[config.mk]
export PLATFORM = sky130hd
export DESIGN_NAME = nmea_sentence_receiver_top
export DESIGN_NICKNAME = d
export VERILOG_FILES = /design/src/hw/rtl/nsr_pkg.sv /design/src/hw/rtl/nsr_step.sv /design/src/hw/rtl/nsr_out_reg.sv /design/src/hw/rtl/nmea_sentence_receiver_top.sv
export SDC_FILE = /design/constraint.sdc
export NUM_CORES = 1
export LEC_CHECK = 0
export ABC_AREA = 1
export BUFFER_PORTS_ARGS = -buffer_cell sky130_fd_sc_hd__buf_2
export CAP_MARGIN = 20
export CELL_PAD_IN_SITES_DETAIL_PLACEMENT = 1
export CELL_PAD_IN_SITES_GLOBAL_PLACEMENT = 2
export CORE_ASPECT_RATIO = 1.2
export CORE_UTILIZATION = 32
export DETAILED_ROUTE_END_ITERATION = 7
export GPL_ROUTABILITY_DRIVEN = 0
export PLACE_DENSITY = 0.8
export SLEW_MARGIN = 5
export SYNTH_ARGS = -nofsm -noshare
export SYNTH_HDL_FRONTEND = slang
export SYNTH_HIERARCHICAL = 1
export SYNTH_SLANG_ARGS = --single-unit
[constraint.sdc]
create_clock -name i_clk -period 2.8 [get_ports i_clk]
set_clock_uncertainty 0.15 [all_clocks]
set_input_delay 0.28 -clock i_clk [delete_from_list [all_inputs] [get_ports i_clk]]
set_output_delay 0.28 -clock i_clk [all_outputs]
set_load 0.02 [all_outputs]
[src/hw/rtl/nsr_pkg.sv]
// nsr_pkg: shared constants, types and helpers for the nmea sentence receiver
// used by nsr_step, nsr_out_reg and nmea_sentence_receiver_top; no dependencies
`timescale 1ns / 1ps
`default_nettype none

package nsr_pkg;

    // default body size at which a frame is abandoned
    localparam int MAX_BODY_DEF = 128;

    // framing phases
    localparam logic [2:0] PH_HUNT  = 3'd0;
    localparam logic [2:0] PH_START = 3'd1;
    localparam logic [2:0] PH_BODY  = 3'd2;
    localparam logic [2:0] PH_CK1   = 3'd3;
    localparam logic [2:0] PH_CK2   = 3'd4;
    localparam logic [2:0] PH_CR    = 3'd5;
    localparam logic [2:0] PH_LF    = 3'd6;

    // framing characters
    localparam logic [7:0] CH_START = 8'h24;
    localparam logic [7:0] CH_STAR  = 8'h2A;
    localparam logic [7:0] CH_CR    = 8'h0D;
    localparam logic [7:0] CH_LF    = 8'h0A;

    // result event codes
    localparam logic [1:0] EV_NONE  = 2'd0;
    localparam logic [1:0] EV_BYTE  = 2'd1;
    localparam logic [1:0] EV_DONE  = 2'd2;
    localparam logic [1:0] EV_ABORT = 2'd3;

    // one result item
    typedef struct packed {
        logic [6:0] sentence_length;
        logic [6:0] body_index;
        logic [7:0] body_byte;
        logic [1:0] event_res;
    } t_result;

    // nibble to uppercase ascii hex digit
    function automatic logic [7:0] hex_digit(input logic [3:0] nib);
        logic [7:0] r;
        if (nib < 4'd10) begin
            r = 8'h30 + {4'd0, nib};
        end else begin
            r = 8'h41 + {4'd0, nib} - 8'd10;
        end
        return r;
    endfunction

endpackage

`default_nettype wire

[src/hw/rtl/nsr_step.sv]
// nsr_step: combinational per-byte update of phase, cursor and parity
// depends on nsr_pkg
`timescale 1ns / 1ps
`default_nettype none

module nsr_step #(
    parameter int MAX_BODY = nsr_pkg::MAX_BODY_DEF,
    parameter int CW       = $clog2(MAX_BODY + 1)
) (
    input  wire logic [2:0]      i_phase,
    input  wire logic [CW-1:0]   i_cursor,
    input  wire logic [7:0]      i_parity,
    input  wire logic [7:0]      i_char,
    output      logic [2:0]      o_phase,
    output      logic [CW-1:0]   o_cursor,
    output      logic [7:0]      o_parity,
    output      nsr_pkg::t_result o_res
);

    localparam logic [CW-1:0] LP_MAX = CW'(MAX_BODY);

    logic          stored;
    logic [CW-1:0] cur_base;
    logic [7:0]    par_base;
    logic [CW-1:0] cur_inc;
    logic [CW+6:0] cur_ext;
    logic          is_frame;

    assign is_frame = (i_char == nsr_pkg::CH_CR) || (i_char == nsr_pkg::CH_LF)
                   || (i_char == nsr_pkg::CH_START);

    always_comb begin
        o_phase  = i_phase;
        o_cursor = i_cursor;
        o_parity = i_parity;
        o_res    = '0;
        o_res.event_res = nsr_pkg::EV_NONE;
        stored   = 1'b0;
        cur_base = i_cursor;
        par_base = i_parity;
        cur_ext  = {7'd0, i_cursor};

        unique case (i_phase)
            nsr_pkg::PH_HUNT: begin
                if (i_char == nsr_pkg::CH_START) begin
                    o_phase  = nsr_pkg::PH_START;
                    o_cursor = '0;
                    o_parity = '0;
                end
            end
            nsr_pkg::PH_START: begin
                if (i_char != nsr_pkg::CH_STAR && i_char != nsr_pkg::CH_CR
                    && i_char != nsr_pkg::CH_LF) begin
                    o_phase  = nsr_pkg::PH_BODY;
                    cur_base = '0;
                    par_base = '0;
                    stored   = 1'b1;
                end
            end
            nsr_pkg::PH_BODY: begin
                if (is_frame) begin
                    o_phase  = nsr_pkg::PH_HUNT;
                    o_cursor = '0;
                    o_parity = '0;
                    o_res.event_res = nsr_pkg::EV_ABORT;
                end else if (i_char == nsr_pkg::CH_STAR) begin
                    o_phase = nsr_pkg::PH_CK1;
                end else begin
                    stored = 1'b1;
                end
            end
            nsr_pkg::PH_CK1: begin
                if (i_char == nsr_pkg::hex_digit(i_parity[7:4])) begin
                    o_phase = nsr_pkg::PH_CK2;
                end else begin
                    o_phase  = nsr_pkg::PH_HUNT;
                    o_cursor = '0;
                    o_parity = '0;
                    o_res.event_res = nsr_pkg::EV_ABORT;
                end
            end
            nsr_pkg::PH_CK2: begin
                if (i_char == nsr_pkg::hex_digit(i_parity[3:0])) begin
                    o_phase = nsr_pkg::PH_CR;
                end else begin
                    o_phase  = nsr_pkg::PH_HUNT;
                    o_cursor = '0;
                    o_parity = '0;
                    o_res.event_res = nsr_pkg::EV_ABORT;
                end
            end
            nsr_pkg::PH_CR: begin
                if (i_char == nsr_pkg::CH_CR) begin
                    o_phase = nsr_pkg::PH_LF;
                end else begin
                    o_phase  = nsr_pkg::PH_HUNT;
                    o_cursor = '0;
                    o_parity = '0;
                    o_res.event_res = nsr_pkg::EV_ABORT;
                end
            end
            nsr_pkg::PH_LF: begin
                if (i_char == nsr_pkg::CH_LF) begin
                    o_phase = nsr_pkg::PH_HUNT;
                    o_res.event_res       = nsr_pkg::EV_DONE;
                    o_res.sentence_length = cur_ext[6:0];
                end else begin
                    o_phase  = nsr_pkg::PH_HUNT;
                    o_cursor = '0;
                    o_parity = '0;
                    o_res.event_res = nsr_pkg::EV_ABORT;
                end
            end
            default: begin
                o_phase  = nsr_pkg::PH_HUNT;
                o_cursor = '0;
                o_parity = '0;
            end
        endcase

        cur_inc = cur_base + CW'(1);
        if (stored) begin
            cur_ext = {7'd0, cur_base};
            if (cur_inc >= LP_MAX) begin
                // body full: frame abandoned in place of the byte event
                o_phase  = nsr_pkg::PH_HUNT;
                o_cursor = '0;
                o_parity = '0;
                o_res.event_res = nsr_pkg::EV_ABORT;
            end else begin
                o_cursor = cur_inc;
                o_parity = par_base ^ i_char;
                o_res.event_res  = nsr_pkg::EV_BYTE;
                o_res.body_byte  = i_char;
                o_res.body_index = cur_ext[6:0];
            end
        end
    end

endmodule

`default_nettype wire

[src/hw/rtl/nsr_out_reg.sv]
// nsr_out_reg: result register with valid flag between step logic and output stream
// depends on nsr_pkg
`timescale 1ns / 1ps
`default_nettype none

module nsr_out_reg (
    input  wire logic             i_clk,
    input  wire logic             i_rst_n,
    input  wire logic             i_load,
    input  wire nsr_pkg::t_result i_res,
    input  wire logic             i_m_tready,
    output      logic             o_m_tvalid,
    output      logic             o_free,
    output      nsr_pkg::t_result o_res
);

    logic             r_valid;
    logic             n_valid;
    nsr_pkg::t_result r_res;

    // free when empty or being drained this cycle
    assign o_free  = !r_valid || i_m_tready;
    assign n_valid = i_load || (r_valid && !i_m_tready);

    always_ff @(posedge i_clk) begin
        if (!i_rst_n) begin
            r_valid <= 1'b0;
        end else begin
            r_valid <= n_valid;
        end
    end

    always_ff @(posedge i_clk) begin
        if (i_load) begin
            r_res <= i_res;
        end
    end

    assign o_m_tvalid = r_valid;
    assign o_res      = r_res;

endmodule

`default_nettype wire

[src/hw/rtl/nmea_sentence_receiver_top.sv]
// nmea_sentence_receiver_top: byte-serial nmea 0183 sentence framer with xor checksum
// depends on nsr_pkg, nsr_step, nsr_out_reg
// the result of an input transfer is valid on the output register in the next cycle
// throughput: one byte per cycle while the output register is free, set by the combinational phase/cursor/parity update
// a full output register that is not drained stalls input through s_tready
// reset (synchronous, active low) clears phase to hunt, cursor and parity to zero,
// and empties the output register
`timescale 1ns / 1ps
`default_nettype none

module nmea_sentence_receiver_top #(
    parameter int MAX_BODY = nsr_pkg::MAX_BODY_DEF
) (
    input  wire logic        i_clk,
    input  wire logic        i_rst_n,
    // input stream
    input  wire logic        i_s_tvalid,
    output      logic        o_s_tready,
    input  wire logic [7:0]  i_s_tdata,   // [7:0] rx_char
    // result stream
    output      logic        o_m_tvalid,
    input  wire logic        i_m_tready,
    output      logic [23:0] o_m_tdata,   // [7:0] body_byte, [14:8] body_index,
                                          // [21:15] sentence_length, [23:22] zero
    output      logic [1:0]  o_m_tuser    // [1:0] event_res
);

    // cursor counts stored body bytes, wide enough to reach MAX_BODY
    localparam int CW = $clog2(MAX_BODY + 1);

    logic [2:0]       r_phase;
    logic [CW-1:0]    r_cursor;
    logic [7:0]       r_parity;
    logic [2:0]       n_phase;
    logic [CW-1:0]    n_cursor;
    logic [7:0]       n_parity;
    nsr_pkg::t_result step_res;
    nsr_pkg::t_result out_res;
    logic             out_free;
    logic             accept;

    // an input transfer happens whenever the output register can take the result
    assign o_s_tready = out_free;
    assign accept     = i_s_tvalid && out_free;

    // per-byte framing logic
    nsr_step #(
        .MAX_BODY (MAX_BODY),
        .CW       (CW)
    ) u_step (
        .i_phase  (r_phase),
        .i_cursor (r_cursor),
        .i_parity (r_parity),
        .i_char   (i_s_tdata),
        .o_phase  (n_phase),
        .o_cursor (n_cursor),
        .o_parity (n_parity),
        .o_res    (step_res)
    );

    // framing state advances only on an input transfer
    always_ff @(posedge i_clk) begin
        if (!i_rst_n) begin
            r_phase  <= nsr_pkg::PH_HUNT;
            r_cursor <= '0;
            r_parity <= '0;
        end else if (accept) begin
            r_phase  <= n_phase;
            r_cursor <= n_cursor;
            r_parity <= n_parity;
        end
    end

    // result register decouples the two streams
    nsr_out_reg u_out (
        .i_clk      (i_clk),
        .i_rst_n    (i_rst_n),
        .i_load     (accept),
        .i_res      (step_res),
        .i_m_tready (i_m_tready),
        .o_m_tvalid (o_m_tvalid),
        .o_free     (out_free),
        .o_res      (out_res)
    );

    assign o_m_tdata = {2'b00, out_res.sentence_length, out_res.body_index,
                        out_res.body_byte};
    assign o_m_tuser = out_res.event_res;

endmodule

`default_nettype wire

### Yosys cells after proc, flatten, opt, wreduce, memory -nomap -nowiden

Cells that the tools add are included.

| word-level totals | value |
|---|---|
| register bits | 44 |
| latch bits | 0 |
| memory bits (writable) | 0 |
| ROM bits | 0 |
| input bits | 12 |
| output and inout bits | 28 |
| word-level logic and storage cells | 97 |
| memories | 0 |

| operators by class | value |
|---|---|
| add/sub/neg operators | 7 |
| multipliers | 0 |
| divide/modulo/power cells | 0 |
| $lt $le $gt $ge | 3 |
| equal/unequal tests | 22 |
| shifts and indexed selects | 0 |
| mux-type cells | 41 |
| bitwise operators | 2 |
| reductions and logical operators | 14 |

Operators by type and width:

| cell | count |
|---|---|
| 8-bit 2-to-1 mux | 18 |
| 8-bit case mux with 7 select lines | 1 |
| 3-bit 2-to-1 mux | 9 |
| 3-bit case mux with 6 select lines | 1 |
| 7-bit by 4-bit adder with 8-bit output (first input constant) | 2 |
| 8-bit by 4-bit == test with 1-bit output (second input constant) | 2 |
| 8-bit by 6-bit == test with 1-bit output (second input constant) | 2 |
| 8-bit == test | 2 |
| 8-bit by 4-bit != test with 1-bit output (second input constant) | 2 |
| 8-bit by 4-bit subtractor with 8-bit output (second input constant) | 2 |
| 6-bit by 4-bit adder with 7-bit output (first input constant) | 2 |
| 2-bit 2-to-1 mux | 6 |
| 3-bit by 2-bit != test with 1-bit output (second input constant) | 4 |
| 2-bit case mux with 5 select lines | 1 |
| 3-bit == test (second input constant) | 3 |
| 8-bit by 1-bit adder with 8-bit output (second input constant) | 1 |
| 8-bit greater-or-equal comparator (second input constant) | 1 |
| 4-bit < comparator (second input constant) | 2 |
| 8-bit by 6-bit != test with 1-bit output (second input constant) | 1 |
| 8-bit AND reduction | 1 |
| 8-bit XOR | 1 |
| 3-bit by 2-bit == test with 1-bit output (second input constant) | 2 |
| 3-bit by 1-bit != test with 1-bit output (second input constant) | 2 |
| 1-bit logical AND | 4 |
| other kinds (10) | 17 |

### Longest topological paths before layout

| depth | value |
|---|---|
| depth in word-level cells | 9 |
| mapped depth | 20 |

### By module

The synthesis kept the hierarchy.

By module, submodules not included:

| module | times used | cells an instance | area each (um^2) | sequential area each (um^2) |
|---|---|---|---|---|
| nsr_step | 1 | 302 | 1529.0 | 0.0 |
| nmea_sentence_receiver_top | 1 | 125 | 813.3 | 380.4 |
| nsr_out_reg | 1 | 30 | 767.0 | 740.7 |

### Least setup slack after synthesis

No wires, ideal clock.

| path | value |
|---|---|
| path kind | input-to-reg |
| from | input port i_s_tdata[2] |
| to | register r_cursor[6] |
| arrival time | 2077 ps |
| required time | 2537 ps |
| slack | 460 ps |
| cell stages on the path | 19 |
| buffers on the path | 2 |
| cells stage by stage | buf_6 inv_2 nand2_1 nor2_4 nand2_2 nand4_4 buf_2 nand2_1 inv_1 ha_1 nand2_1 nor2_1 nand3_1 nand2_1 nor2_1 nand2_1 nand2_1 nor2_1 nor2_1 |

| on the way | value |
|---|---|
| longest elaborated chain between the ends | 9 |
| elaborated cells on any way between the ends | 31 |
| those cells by class | add/sub: 1; order compare: 1; eq/ne: 16; mux: 8; reduce/logical: 5 |

Ends and longest elaborated chain:

| what | RTL line | source |
|---|---|---|
| start, declared | nmea_sentence_receiver_top.sv:19 | `input wire logic [7:0] i_s_tdata,` |
| 8-bit by 6-bit != test with 1-bit output / 8-bit by 4-bit != test with 1-bit output (equally long branches) | nsr_step.sv:52 | `if (i_char != nsr_pkg::CH_STAR && i_char != nsr_pkg::CH_CR` |
| 1-bit logical AND | nsr_step.sv:52 |  |
| 1-bit logical AND | nsr_step.sv:53 | `&& i_char != nsr_pkg::CH_LF) begin` |
| 8-bit 2-to-1 mux | nsr_step.sv:52 |  |
| 8-bit 2-to-1 mux | nsr_step.sv:43 | `unique case (i_phase)` |
| 8-bit by 1-bit adder with 8-bit output | nsr_step.sv:121 | `cur_inc = cur_base + CW'(1);` |
| 8-bit greater-or-equal comparator | nsr_step.sv:124 | `if (cur_inc >= LP_MAX) begin` |
| 8-bit 2-to-1 mux | nsr_step.sv:124 |  |
| 8-bit 2-to-1 mux * | nsr_step.sv:122 | `if (stored) begin` |
| via n_cursor[6] | nmea_sentence_receiver_top.sv:35 | `logic [CW-1:0] n_cursor;` |
| end signal, assigned | nmea_sentence_receiver_top.sv:69 | `r_cursor <= n_cursor;` |
| end, declared | nmea_sentence_receiver_top.sv:32 | `logic [CW-1:0] r_cursor;` |

The timed path passes the listed nets; every way through them passes the cells marked *.
A chain may end at the register's enable or synchronous reset.

### Worst setup path in the final report

| path | value |
|---|---|
| from | register r_parity[1] |
| to | register r_parity[2] |

| on the way | value |
|---|---|
| longest elaborated chain between the ends | 7 |
| elaborated cells on any way between the ends | 9 |
| those cells by class | add/sub: 3; order compare: 1; eq/ne: 2; mux: 2; reduce/logical: 1 |

Ends and longest elaborated chain:

| what | RTL line | source |
|---|---|---|
| start, declared | nmea_sentence_receiver_top.sv:33 | `logic [7:0] r_parity;` |
| start signal, assigned | nmea_sentence_receiver_top.sv:70 | `r_parity <= n_parity;` |
| 7-bit by 4-bit adder with 8-bit output | nsr_pkg.sv:46 | `r = 8'h41 + {4'd0, nib} - 8'd10;` |
| 8-bit by 4-bit subtractor with 8-bit output | nsr_pkg.sv:46 |  |
| 8-bit 2-to-1 mux * | nsr_pkg.sv:43 | `if (nib < 4'd10) begin` |
| 8-bit 2-to-1 mux * | nsr_step.sv:43 |  |
| 8-bit == test * | nsr_step.sv:83 | `if (i_char == nsr_pkg::hex_digit(i_parity[3:0])) begin` |
| 3-bit by 2-bit != test with 1-bit output (no source line) * | - |  |
| 8-bit AND reduction (no source line) * | - |  |

Every way passes the cells marked *; elsewhere a longest branch is shown, timed or not. The select of a mux whose other input is x is not followed.

==> results.md <==
* Outcome: completed
* Post-route cell area at 3560 sq um
* Comb power frac at 24.2%
* Number of global-route vias before repair at 2867
* Mapped cell area at 3110 sq um
* Mapped Cells at 457
* Hold Crit Depth at 4
* Die Footprint at 10100 sq um
* Later-pin clock latency in the skew report at 290 ps
* Internal Power at 1.30 mW
* Clock Sinks at 44
* Worst Path Required at 2840 ps
* Clock Pin Slew Worst Setup and Hold Paths at 70 ps
* DRT iter0 DRCs at 58
* CP Class: flop to flop
* Nets@finish at 510
* Area share of and/or/nand/nor cells after synthesis at 41.9%
* Largest family of logic cells by synthesized area: simple AND/OR/NAND/NOR gates
* DP Area at 3390 sq um
* Avg Cell Area, Syn at 6.80 sq um
* Mux cell area share after synthesis at 0%
* LEAKAGE at 1.71 nW
* Distinct cell type count after synthesis at 34
* Yosys reg bits at 44
* Syn-to-layout area delta at 14.5%
* Switching share of power at 31.8%
* CTS Buffer Depth at 2
* Die Y at 110 um
* Crit path DAT at 2500 ps
* Global-route wire length before repair at 14.2 mm
* Max Cap Viol at 0
* # DRC at 0
* Pwr dens at 536 nW/um^2
* Crit share post-route at 87.9%
* Worst vdd ir at 0.000211 V
* Crit path max fanout at 6
* Post-CTS setup buffer count at 0
* Switch Pwr at 0.608 mW
* Area share of the largest cell type after synthesis at 23.2%
* Initial antenna violation count at 0
* Rows at 39
* Final slew viol count at 0
* Area leader, netlist: edfxtp_1
* RSZ-0062 raised after global routing: no
* F_max at 406 MHz
* Adder-cell share of the synthesized area at 1.21%
* Fin cells at 619
* Cts hold-fix bufs at 0
* Post-synthesis xor/xnor area fraction at 4.51%
* R2R depth at 15
* Clock root cell: clkbuf_16
* HP Class: primary input to flop
* Die Span X at 92.0 um
* ANT cells at 0
* CTS tree: built
* Total track usage at 18.3%
* Placed cells at 611
* TritonRoute pass-1 iters at 4
* Util after Layout at 37.6%
* IO Port Bufs at 37
* Sequential power share at 40.6%
* Post-route ant nets at 0
* Drt wl/cell at 14.0 um
* Top cells by area, synth: edfxtp_1 (23%), nand2_1 (16%), dfxtp_1 (13%)
* Total CTS buffers at 5
* DR vias at 2851
* H-tree Lvls at 2
* Initial core utilization at 32.8%
* Setup violations, final at 0
* Vias per cell at 4.61
* Final HPWL DP at 6.80 mm
* Post_cts resized at 0
* Post-synthesis compound-gate area fraction at 3.46%
* Crit end category: flop
* Total Neg Setup Slack at 0 ps
* Largest net degree at the start of global routing at 26
* Hold Vio Cnt, Final at 0
* IO Count at 40
* Startpoint types: flop
* Clk pwr share at 35.2%
* Min cycle time layout at 2460 ps
* Share of layout cells above drive strength 1 at 19.0%
* Core area at 9470 sq um
* Post-synthesis sequential area ratio at 36.1%
* GRT overflow at 0
* Drt total wl at 8.66 mm
* Yosys Warn Count at 6
==> synthesized netlist by cell type <==
master / count
a21oi_1: 3
a21oi_2: 1
buf_2: 5
buf_4: 6
buf_6: 5
conb_1: 1
dfxtp_1: 20
edfxtp_1: 24
ha_1: 3
inv_1: 64
inv_2: 6
inv_4: 1
nand2_1: 132
nand2_2: 6
nand2_4: 2
nand3_1: 46
nand3_2: 3
nand3b_1: 1
nand4_2: 1
nand4_4: 1
nor2_1: 75
nor2_2: 14
nor2_4: 1
nor2_8: 1
nor3_1: 6
nor3_2: 1
nor4_1: 1
o21ai_0: 6
o21ai_1: 1
o21ai_4: 2
o21bai_1: 1
o311ai_0: 1
xnor2_1: 5
xor2_1: 11
==> routing by layer <==
metal	routed length [um]	share of wire [%]	track usage, %
met1	3810	44	20.4
met2	4500	52	34.8
met3	190	2.2	2.81
met4	161	1.9	7.48
met5	0	0	0
==> power groups by stage <==
stage	logic (mW)	clock network (mW)	registers (mW)
after detailed placement	0.467	0	0.791
after global routing	0.520	0.721	0.784
after CTS	0.469	0.693	0.777
final	0.462	0.672	0.776
after global placement	0.458	0	0.789
after floorplan	0.321	0	0.811
==> state kept, by name, indices dropped and copies added, names as in the netlist <==
| register | count |
|---|---|
| u_out/o_m_tvalid | 1 |
| u_out/o_res | 24 |
| r_cursor | 8 |
| r_phase | 3 |
| r_parity | 8 |
==> area by class of cell <==
| type | instances | area (sq um) |
|---|---|---|
| Timing Repair Buffer | 46 | 253 |
| Sequential cell | 44 | 1120 |
| Inverter | 71 | 269 |
| Fill cell | 1270 | 5910 |
| Multi-Input combinational cell | 327 | 1600 |
| Tap cell | 123 | 154 |
| Clock inverter | 3 | 42.5 |
| Clock buffer | 5 | 125 |
==> worst max-delay path, cell delays in order, from the launching register on <==
cell and delay, ps:
dfxtp_1 440, inv_1 130, ha_1 210, inv_1 70, nor2_1 60, o21ai_0 190, nand2_1 70, inv_1 50
nor2_1 50, nand3_1 130, nand4_2 260, buf_4 260, nand3_1 60, nand2_1 60, nor2_1 110, nor2_1 60
==> cells by family after synthesis <==
logic type / Yosys count
xor+xnor: 16
fa+ha+maj: 3
other cells: 1
simple gates: 291
flops: 44
buf+inv: 87
compound gates: 15
==> worst paths after layout <==
check | start | to | slack (ps)
max | r_parity[1] | r_parity[2] | 340
min | i_m_tready | u_out/o_m_tvalid | 130
max reg2reg | r_parity[1] | r_parity[2] | 340
min reg2reg | u_out/o_m_tvalid | u_out/o_m_tvalid | 360
==> per-stage QoR <==
step / hold WS (ps) / setup WS (ps) / total power [mW]
floorplan: 252 / 460 / 1.13
global placement: 338 / 281 / 1.25
detailed placement: 354 / 154 / 1.26
CTS: 131 / 297 / 1.94
global route: 147 / 58.0 / 2.02
finish: 134 / 340 / 1.91
==> layout by cell type (no fill, tap or decap), types with 2 or more instances in the layout <==
master / instances
edfxtp_1: 24
nor2_1: 75
nor3_1: 6
nand3_1: 46
a21oi_1: 3
xnor2_1: 5
dfxtp_1: 20
clkbuf_16: 5
conb_1: 2
buf_4: 9
o21ai_4: 2
nand2_1: 132
inv_1: 64
xor2_1: 11
buf_2: 37
nand3_2: 3
inv_2: 6
nand2_4: 2
ha_1: 3
o21ai_0: 6
nor2_2: 14
nand2_2: 6
Note: power is estimated with default switching activity, not from simulation.
